==> src/hw/rtl/frt_pkg.sv <==
// Shared constants, result codes and controller/datapath interface types.
package frt_pkg;

	localparam int TABLE_DEPTH  = 20;
	localparam int MAX_FRAGMENT = 16384;
	localparam int IDX_W        = (TABLE_DEPTH > 1) ? $clog2(TABLE_DEPTH) : 1;
	localparam int SLOT_W       = 6;
	localparam int ID_W         = 64;
	localparam int SIZE_W       = 32;
	localparam int LEN_W        = 15;
	localparam int STATUS_W     = 3;

	localparam logic FUNC_HEADER = 1'b0;
	localparam logic FUNC_FRAG   = 1'b1;

	localparam logic [STATUS_W-1:0] ST_OPENED   = 3'd0;
	localparam logic [STATUS_W-1:0] ST_DUP      = 3'd1;
	localparam logic [STATUS_W-1:0] ST_PARTIAL  = 3'd2;
	localparam logic [STATUS_W-1:0] ST_COMPLETE = 3'd3;
	localparam logic [STATUS_W-1:0] ST_UNKNOWN  = 3'd4;
	localparam logic [STATUS_W-1:0] ST_OOB      = 3'd5;

	typedef struct packed {
		logic             load;
		logic             scan;
		logic [IDX_W-1:0] idx;
		logic             eval;
		logic             commit;
	} cmd_t;

	typedef struct packed {
		logic out_free;
	} sts_t;

endpackage

==> src/hw/rtl/frt_ctrl.sv <==
// Sequencer: accept, scan the table, evaluate, commit the result.
module frt_ctrl (
	input  logic          clk,
	input  logic          arst_n,
	input  logic          in_valid,
	output logic          in_ready,
	input  frt_pkg::sts_t sts,
	output frt_pkg::cmd_t cmd
);
	import frt_pkg::*;

	typedef enum logic [1:0] {IDLE, SCAN, EVAL, COMMIT} state_t;

	localparam logic [IDX_W-1:0] LAST_IDX = IDX_W'(TABLE_DEPTH - 1);

	state_t           state_q;
	logic [IDX_W-1:0] idx_q;

	always_ff @(posedge clk or negedge arst_n) begin
		if (!arst_n) begin
			state_q <= IDLE;
			idx_q   <= '0;
		end else begin
			case (state_q)
				IDLE: begin
					if (in_valid) begin
						state_q <= SCAN;
						idx_q   <= '0;
					end
				end
				SCAN: begin
					if (idx_q == LAST_IDX) begin
						state_q <= EVAL;
					end else begin
						idx_q <= idx_q + 1'b1;
					end
				end
				EVAL: begin
					state_q <= COMMIT;
				end
				COMMIT: begin
					// hold until the output register can take the result
					if (sts.out_free) begin
						state_q <= IDLE;
					end
				end
				default: begin
					state_q <= IDLE;
				end
			endcase
		end
	end

	assign in_ready   = (state_q == IDLE);
	assign cmd.load   = (state_q == IDLE) && in_valid;
	assign cmd.scan   = (state_q == SCAN);
	assign cmd.idx    = idx_q;
	assign cmd.eval   = (state_q == EVAL);
	assign cmd.commit = (state_q == COMMIT) && sts.out_free;

endmodule

==> src/hw/rtl/frt_datapath.sv <==
// Entry table, scan trackers, bounds/count arithmetic and the result register.
module frt_datapath (
	input  logic                            clk,
	input  logic                            arst_n,
	input  frt_pkg::cmd_t                   cmd,
	output frt_pkg::sts_t                   sts,
	input  logic                            func,
	input  logic [frt_pkg::ID_W-1:0]        msg_id,
	input  logic [frt_pkg::SIZE_W-1:0]      total_size,
	input  logic [frt_pkg::SIZE_W-1:0]      frag_offset,
	input  logic [frt_pkg::LEN_W-1:0]       payload_len,
	output logic                            out_valid,
	input  logic                            out_ready,
	output logic [frt_pkg::STATUS_W-1:0]    status,
	output logic [frt_pkg::SLOT_W-1:0]      slot,
	output logic [frt_pkg::SIZE_W-1:0]      write_offset,
	output logic                            evicted,
	output logic [frt_pkg::ID_W-1:0]        evicted_id,
	output logic [frt_pkg::SIZE_W-1:0]      filled_count,
	output logic [frt_pkg::SIZE_W-1:0]      message_size
);
	import frt_pkg::*;

	// table
	logic [TABLE_DEPTH-1:0] valid_q;
	logic [ID_W-1:0]        id_mem_q     [TABLE_DEPTH];
	logic [SIZE_W-1:0]      size_mem_q   [TABLE_DEPTH];
	logic [SIZE_W-1:0]      filled_mem_q [TABLE_DEPTH];

	// latched item
	logic              func_q;
	logic [ID_W-1:0]   id_q;
	logic [SIZE_W-1:0] tsize_q;
	logic [SIZE_W-1:0] foff_q;
	logic [LEN_W-1:0]  plen_q;

	// scan trackers
	logic              match_found_q;
	logic [IDX_W-1:0]  match_idx_q;
	logic              min_found_q;
	logic [IDX_W-1:0]  min_idx_q;
	logic [ID_W-1:0]   min_id_q;

	// evaluation results
	logic              evict_q;
	logic              hit_q;
	logic              oob_q;
	logic [IDX_W-1:0]  free_idx_q;
	logic [SIZE_W:0]   sum_q;
	logic [SIZE_W-1:0] size_q;
	logic [SIZE_W-1:0] filled_q;

	// result register
	logic                out_valid_q;
	logic [STATUS_W-1:0] status_q;
	logic [SLOT_W-1:0]   slot_q;
	logic [SIZE_W-1:0]   woff_q;
	logic                evicted_q;
	logic [ID_W-1:0]     evid_q;
	logic [SIZE_W-1:0]   filled_out_q;
	logic [SIZE_W-1:0]   size_out_q;

	logic              full;
	logic              evict_c;
	logic              hit_c;
	logic [IDX_W-1:0]  first_free;
	logic [SIZE_W:0]   end_c;
	logic [SIZE_W-1:0] nf_c;
	logic              done_c;

	assign full    = &valid_q;
	assign evict_c = (func_q == FUNC_HEADER) && full && min_found_q;
	assign hit_c   = match_found_q && !(evict_c && (match_idx_q == min_idx_q));

	always_comb begin
		first_free = '0;
		for (int i = TABLE_DEPTH - 1; i >= 0; i--) begin
			if (!valid_q[i]) begin
				first_free = IDX_W'(i);
			end
		end
	end

	assign end_c  = {1'b0, foff_q} + {{(SIZE_W + 1 - LEN_W){1'b0}}, plen_q};
	assign nf_c   = sum_q[SIZE_W] ? '1 : sum_q[SIZE_W-1:0];
	assign done_c = (nf_c >= size_q);

	// input latch
	always_ff @(posedge clk) begin
		if (cmd.load) begin
			func_q  <= func;
			id_q    <= msg_id;
			tsize_q <= total_size;
			foff_q  <= frag_offset;
			plen_q  <= payload_len;
		end
	end

	// scan: track the matching slot and the smallest valid id
	always_ff @(posedge clk or negedge arst_n) begin
		if (!arst_n) begin
			match_found_q <= 1'b0;
			min_found_q   <= 1'b0;
		end else if (cmd.load) begin
			match_found_q <= 1'b0;
			min_found_q   <= 1'b0;
		end else if (cmd.scan && valid_q[cmd.idx]) begin
			if (!match_found_q && (id_mem_q[cmd.idx] == id_q)) begin
				match_found_q <= 1'b1;
			end
			if (!min_found_q || (id_mem_q[cmd.idx] < min_id_q)) begin
				min_found_q <= 1'b1;
			end
		end
	end

	always_ff @(posedge clk) begin
		if (cmd.scan && valid_q[cmd.idx]) begin
			if (!match_found_q && (id_mem_q[cmd.idx] == id_q)) begin
				match_idx_q <= cmd.idx;
			end
			if (!min_found_q || (id_mem_q[cmd.idx] < min_id_q)) begin
				min_idx_q <= cmd.idx;
				min_id_q  <= id_mem_q[cmd.idx];
			end
		end
	end

	// evaluate: eviction and hit decision, free slot, bounds check and running sum
	always_ff @(posedge clk) begin
		if (cmd.eval) begin
			evict_q    <= evict_c;
			hit_q      <= hit_c;
			free_idx_q <= evict_c ? min_idx_q : first_free;
			size_q     <= size_mem_q[match_idx_q];
			filled_q   <= filled_mem_q[match_idx_q];
			oob_q      <= ({{(SIZE_W - LEN_W){1'b0}}, plen_q} > SIZE_W'(MAX_FRAGMENT)) ||
			              (end_c > {1'b0, size_mem_q[match_idx_q]});
			sum_q      <= {1'b0, filled_mem_q[match_idx_q]} +
			              {{(SIZE_W + 1 - LEN_W){1'b0}}, plen_q};
		end
	end

	// commit: table valid bits
	always_ff @(posedge clk or negedge arst_n) begin
		if (!arst_n) begin
			valid_q <= '0;
		end else if (cmd.commit) begin
			if (func_q == FUNC_HEADER) begin
				if (hit_q) begin
					if (evict_q) begin
						valid_q[min_idx_q] <= 1'b0;
					end
				end else begin
					// an eviction frees exactly the slot that is refilled
					valid_q[free_idx_q] <= 1'b1;
				end
			end else if (hit_q && !oob_q && done_c) begin
				valid_q[match_idx_q] <= 1'b0;
			end
		end
	end

	// commit: table payload
	always_ff @(posedge clk) begin
		if (cmd.commit) begin
			if (func_q == FUNC_HEADER) begin
				if (!hit_q) begin
					id_mem_q[free_idx_q]     <= id_q;
					size_mem_q[free_idx_q]   <= tsize_q;
					filled_mem_q[free_idx_q] <= '0;
				end
			end else if (hit_q && !oob_q) begin
				filled_mem_q[match_idx_q] <= nf_c;
			end
		end
	end

	// result register
	always_ff @(posedge clk or negedge arst_n) begin
		if (!arst_n) begin
			out_valid_q <= 1'b0;
		end else if (cmd.commit) begin
			out_valid_q <= 1'b1;
		end else if (out_ready) begin
			out_valid_q <= 1'b0;
		end
	end

	always_ff @(posedge clk) begin
		if (cmd.commit) begin
			evicted_q <= 1'b0;
			evid_q    <= '0;
			woff_q    <= '0;
			if (func_q == FUNC_HEADER) begin
				evicted_q <= evict_q;
				evid_q    <= evict_q ? min_id_q : '0;
				if (hit_q) begin
					status_q     <= ST_DUP;
					slot_q       <= SLOT_W'(match_idx_q);
					filled_out_q <= filled_q;
					size_out_q   <= size_q;
				end else begin
					status_q     <= ST_OPENED;
					slot_q       <= SLOT_W'(free_idx_q);
					filled_out_q <= '0;
					size_out_q   <= tsize_q;
				end
			end else if (!hit_q) begin
				status_q     <= ST_UNKNOWN;
				slot_q       <= '0;
				filled_out_q <= '0;
				size_out_q   <= '0;
			end else begin
				slot_q     <= SLOT_W'(match_idx_q);
				woff_q     <= foff_q;
				size_out_q <= size_q;
				if (oob_q) begin
					status_q     <= ST_OOB;
					filled_out_q <= filled_q;
				end else begin
					status_q     <= done_c ? ST_COMPLETE : ST_PARTIAL;
					filled_out_q <= nf_c;
				end
			end
		end
	end

	assign sts.out_free = !out_valid_q || out_ready;

	assign out_valid    = out_valid_q;
	assign status       = status_q;
	assign slot         = slot_q;
	assign write_offset = woff_q;
	assign evicted      = evicted_q;
	assign evicted_id   = evid_q;
	assign filled_count = filled_out_q;
	assign message_size = size_out_q;

endmodule

==> src/hw/rtl/fragment_reassembly_tracker_top.sv <==
// Top level of the datagram fragment reassembly tracker.
//
// Input channel (in_valid/in_ready): one item is a header (func 0, opens an
// entry of total_size bytes for msg_id) or a fragment (func 1, adds
// payload_len bytes at frag_offset to the entry for msg_id).
// Output channel (out_valid/out_ready): exactly one result item per input
// item, in order: status, slot, write_offset, eviction report, filled count
// and message size of the entry touched.
//
// Each item is accepted, then scanned: the id scan visits one table entry
// per cycle and finds the matching entry and the smallest id at once. An
// evaluate state and a commit state follow; the commit waits until the
// output register is free. The next item is accepted in the cycle after the
// commit, so a new item is taken only once the last is through, as the scan
// walks the table entries one at a time.
//
// Reset clears all entry valid bits and the output valid bit; ids, sizes and
// counts are written before they are ever read. A result waiting in the
// output register does not block the next item: it is accepted and scanned
// while the receiver stalls, and only its commit waits for the register.
module fragment_reassembly_tracker_top (
	input  logic                            clk,
	input  logic                            arst_n,
	input  logic                            in_valid,
	output logic                            in_ready,
	input  logic                            func,
	input  logic [frt_pkg::ID_W-1:0]        msg_id,
	input  logic [frt_pkg::SIZE_W-1:0]      total_size,
	input  logic [frt_pkg::SIZE_W-1:0]      frag_offset,
	input  logic [frt_pkg::LEN_W-1:0]       payload_len,
	output logic                            out_valid,
	input  logic                            out_ready,
	output logic [frt_pkg::STATUS_W-1:0]    status,
	output logic [frt_pkg::SLOT_W-1:0]      slot,
	output logic [frt_pkg::SIZE_W-1:0]      write_offset,
	output logic                            evicted,
	output logic [frt_pkg::ID_W-1:0]        evicted_id,
	output logic [frt_pkg::SIZE_W-1:0]      filled_count,
	output logic [frt_pkg::SIZE_W-1:0]      message_size
);
	import frt_pkg::*;

	// command and status between sequencer and datapath
	cmd_t cmd;
	sts_t sts;

	frt_ctrl u_ctrl (
		.clk      (clk),
		.arst_n   (arst_n),
		.in_valid (in_valid),
		.in_ready (in_ready),
		.sts      (sts),
		.cmd      (cmd)
	);

	frt_datapath u_datapath (
		.clk          (clk),
		.arst_n       (arst_n),
		.cmd          (cmd),
		.sts          (sts),
		.func         (func),
		.msg_id       (msg_id),
		.total_size   (total_size),
		.frag_offset  (frag_offset),
		.payload_len  (payload_len),
		.out_valid    (out_valid),
		.out_ready    (out_ready),
		.status       (status),
		.slot         (slot),
		.write_offset (write_offset),
		.evicted      (evicted),
		.evicted_id   (evicted_id),
		.filled_count (filled_count),
		.message_size (message_size)
	);

endmodule

==> config.mk <==
export PLATFORM = sky130hd
export DESIGN_NAME = fragment_reassembly_tracker_top
export DESIGN_NICKNAME = d
export VERILOG_FILES = /design/src/hw/rtl/frt_pkg.sv /design/src/hw/rtl/frt_ctrl.sv /design/src/hw/rtl/frt_datapath.sv /design/src/hw/rtl/fragment_reassembly_tracker_top.sv
export SDC_FILE = /design/constraint.sdc
export NUM_CORES = 2
export LEC_CHECK = 0
export BUFFER_PORTS_ARGS = -buffer_cell sky130_fd_sc_hd__buf_2
export CORE_MARGIN = 1
export CORE_UTILIZATION = 55
export DETAILED_ROUTE_END_ITERATION = 8
export PLACE_DENSITY = 0.74
export SLEW_MARGIN = 10
export SYNTH_ARGS = -nofsm -noshare
export SYNTH_HDL_FRONTEND = slang
export SYNTH_SLANG_ARGS = --single-unit
==> constraint.sdc <==
create_clock -name clk -period 8.81 [get_ports clk]
set_clock_uncertainty 0.2 [all_clocks]
set_input_delay 2.2025 -clock clk [delete_from_list [all_inputs] [get_ports clk]]
set_output_delay 2.2025 -clock clk [all_outputs]
set_load 0.01 [all_outputs]
==> summary.txt <==
Routing
  – # DRC: 0
  – Initial drt markers: 9240
  – Routed Wire Length: 325000 um
  – Via/cell ratio: 6.58
  – TritonRoute pass-1 iters: 7
  – Routed WL per cell: roughly 33 um
  – Vias: about 65000
  – Routed Antenna Nets: 0

Worst hold path
  – Min-Delay Startpoint: u_datapath.valid_q[6]
  – Worst hold stages: 1
  – Hold EP: u_datapath.valid_q[6]
  – Min-delay worst type: reg -> reg

Place
  – Hpwl dp: 184000 um
  – Placed Area: 128000 um2
  – Port bufs: roughly 320
  – GPL Wtd Cong: 0.879
  – Placement Setup Slack: between 2 and 2.5 ns

Synthesis
  – Register area share after synthesis: between 70% and 80%
  – Synth cell count leaders: edfxtp_1 (3052), mux4_2 (679), nand2_1 (262)
  – Distinct cells, synth: 76
  – Post-synthesis cell area: 123000 um2
  – Yosys warns: 0
  – Total nets after synthesis: 6459
  – Top-count cell post-synth: edfxtp_1
  – Main synth FF type: edfxtp_1
  – Leading area contributor after synthesis: edfxtp_1
  – Async set or reset register ratio after synthesis: 0.972%
  – Synth area leaders: edfxtp_1 (75%), mux4_2 (12%), ha_1 (1.7%)
  – Syn Inst Count: 6147
  – #FFs+latches synth: 3087
  – Post-synth EDFFs: 3052
  – Synth Area per Inst: 19.9 um2
  – Top-area cell type share of the netlist area: 74.8%

Outcome
  – Outcome: finished, final reports clean

Global route
  – GR Overflow Total: 0
  – Vias in the first global route: 64200
  – Initial antenna violation count: 16
  – Pin count of the biggest net entering global routing: 117
  – Overall Global Routing Usage: 29.0%
  – First-pass GRT wire length: ~460000 um

Clock tree
  – Clk pin slew, worst setup/hold paths: 0.06 ns
  – Post-CTS setup buffer count: 0
  – Worst-skew pair later-pin latency: 0.95 ns
  – TritonCTS Buffers: 318
  – CTS root buffer: clkbuf_16
  – CTS Sinks: 3087
  – # resized after CTS: 0
  – Hold buffers post-CTS: 0
  – H-tree depth: 5
  – Max clock buf depth: 4
  – CTS tree: done

Finish
  – Final #Nets: 6960
  – Synth-to-Final Area Change: 13.0%
  – Finished Cell Area: about 140000 um2
  – Layout cells sized above 1: 24.5%

Floorplan
  – Chip width: 474 um
  – Die Span Y: around 470 um
  – Number of I/O pins: between 300 and 400
  – # rows: 172
  – Die area: 225000 um2
  – Starting Density: between 50% and 60%
  – Placeable Area: about 220000 um2

Power and ir drop
  – LEAKAGE: ~46 nW
  – Total Power: 38.9 mW
  – Pwr Density: between 200 and 300 nW/um2
  – Peak VDD IR: 0.327 mV

Worst setup path
  – Worst EP required: 9.18 ns
  – CP max stage delay: about 1.1 ns
  – Worst setup path category: reg -> reg
  – R2r setup slk: 2.39 ns
  – CP Cell Sequence: nor2b_1 > buf_4 > a22o_1 > a221oi_1 > o21ai_1 > o21ai_0 > ha_1 > a21o_1 > a21oi_1 > nor2b_1 > o21ai_0 > nand2b_1 > a211oi_1 > o221ai_1 > nand3_1 > nand2_1 > a21oi_4 > buf_4
  – Max FO, Critical Path: 49
  – CP max stage cell: dfrtp_4
  – Worst reg2reg path depth: 18
  – R2R Path Start: u_ctrl.idx_q[0]
  – Crit start category: flip-flop
  – WP buf/inv: 2
  – Family with the most delay on the worst path: compound AO/OA/AOI/OAI gates
  – Worst Setup End Kind: flip-flop
  – Crit path DAT: 6.78 ns
  – Reg-to-reg critical path endpoint: u_datapath.min_id_q[1]

STA
  – Min Tclk post-route: 6.42 ns
  – Final hold viol count: 0
  – Max-slew headroom: 17.5%
  – Tcrit/Tclk final: 72.8%
  – Slack of the critical path: 2.39 ns
  – Final setup viols: 0
  – Least-Margin Pin Slew: 1.22 ns
  – Fin. max-slew vios: 0
  – Fmax: 156 MHz
  – RSZ-0062 raised after global routing: no
  – Setup TNS: 0 ns

Flow run
  – # Max-Cap Violations: 0
flip-flops by register name (all words and copies together) (netlist names), 15 cells and up, named ones only:
name	count
u_datapath.evicted_id	64
u_datapath.filled_count	32
u_datapath.filled_mem_q	640
u_datapath.filled_q	32
u_datapath.foff_q	32
u_datapath.id_mem_q	1280
u_datapath.id_q	64
u_datapath.message_size	32
u_datapath.min_id_q	64
u_datapath.plen_q	15
u_datapath.size_mem_q	640
u_datapath.size_q	32
u_datapath.sum_q	33
u_datapath.tsize_q	32
u_datapath.valid_q	20
u_datapath.write_offset	32
cells in the final DEF (no fill, tap or decap), types with 41 or more instances in the layout:
master	synthesis	layout
o21ai_0	106	106
a21o_1	71	71
ha_1	162	161
clkinv_2	0	44
a21oi_1	101	100
and2_1	74	74
clkbuf_1	142	60
clkbuf_16	0	322
nand2_1	262	261
mux4_2	679	679
inv_1	213	208
o22ai_1	48	48
nand3_1	52	52
xnor2_1	96	96
mux2i_1	149	149
nand4_1	43	43
buf_2	58	319
nor2_1	252	205
a211oi_1	51	51
buf_4	18	125
clkinv_1	0	56
nor2_4	0	41
edfxtp_1	3052	3052
cells by family after synthesis:
logic type,after synthesis,share of synthesized area [%]
compound gates,549,2.97
simple gates,856,3.30
flops,3087,75.4
xor+xnor,135,0.964
buf+inv,498,1.66
fa+ha+maj,164,1.69
other cells,1,0.00306
mux,857,14.0
metrics by stage:
stage | hold slack, ns | std cells | util, %
CTS | 0.374 | 9829 | 62.8
detailed placement | 0.353 | 9285 | 58.2
finish | 0.376 | 9833 | 62.8
global placement | 0.343 | 9285 | 58.2
global route | 0.395 | 9832 | 62.8
floorplan | 0.262 | 6147 | -
cell type report:
class                           instances  area [um2]
Clock buffer                          383        8300
Tap cell                             2958        3700
Antenna cell                            3        7.51
Clock inverter                        161        1730
Sequential cell                      3087       92500
Multi-Input combinational cell       2562       28400
Inverter                              213         813
Fill cell                           14700       82100
Timing Repair Buffer                  466        2980
worst max-delay path by stage:
stage                               start                 endpoint  slack, ns  depth (start not counted)
after detailed placement  u_ctrl.idx_q[0]   u_datapath.min_id_q[2]       2.50                         18
final                     u_ctrl.idx_q[0]   u_datapath.min_id_q[1]       2.39                         18
after global routing      u_ctrl.idx_q[0]  u_datapath.min_id_q[25]       2.16                         18
after floorplan           u_ctrl.idx_q[0]   u_datapath.min_id_q[0]       0.59                         21
after CTS                 u_ctrl.idx_q[0]  u_datapath.min_id_q[62]       2.40                         18
after global placement    u_ctrl.idx_q[0]  u_datapath.min_id_q[16]       2.57                         18
per-layer routing:
metal  GRT usage [%]  wire length, um
met4            11.6            14300
met2            46.0           156000
met3            6.27            35800
met5               0               85
met1            39.4           119000
power breakdown:
part	switching, mW	internal [mW]
clock	5.45	7.74
sequential	1.03	17.6
combinational	4.43	2.71
total	10.9	28.0
Power figures use the tool's default switching activity.
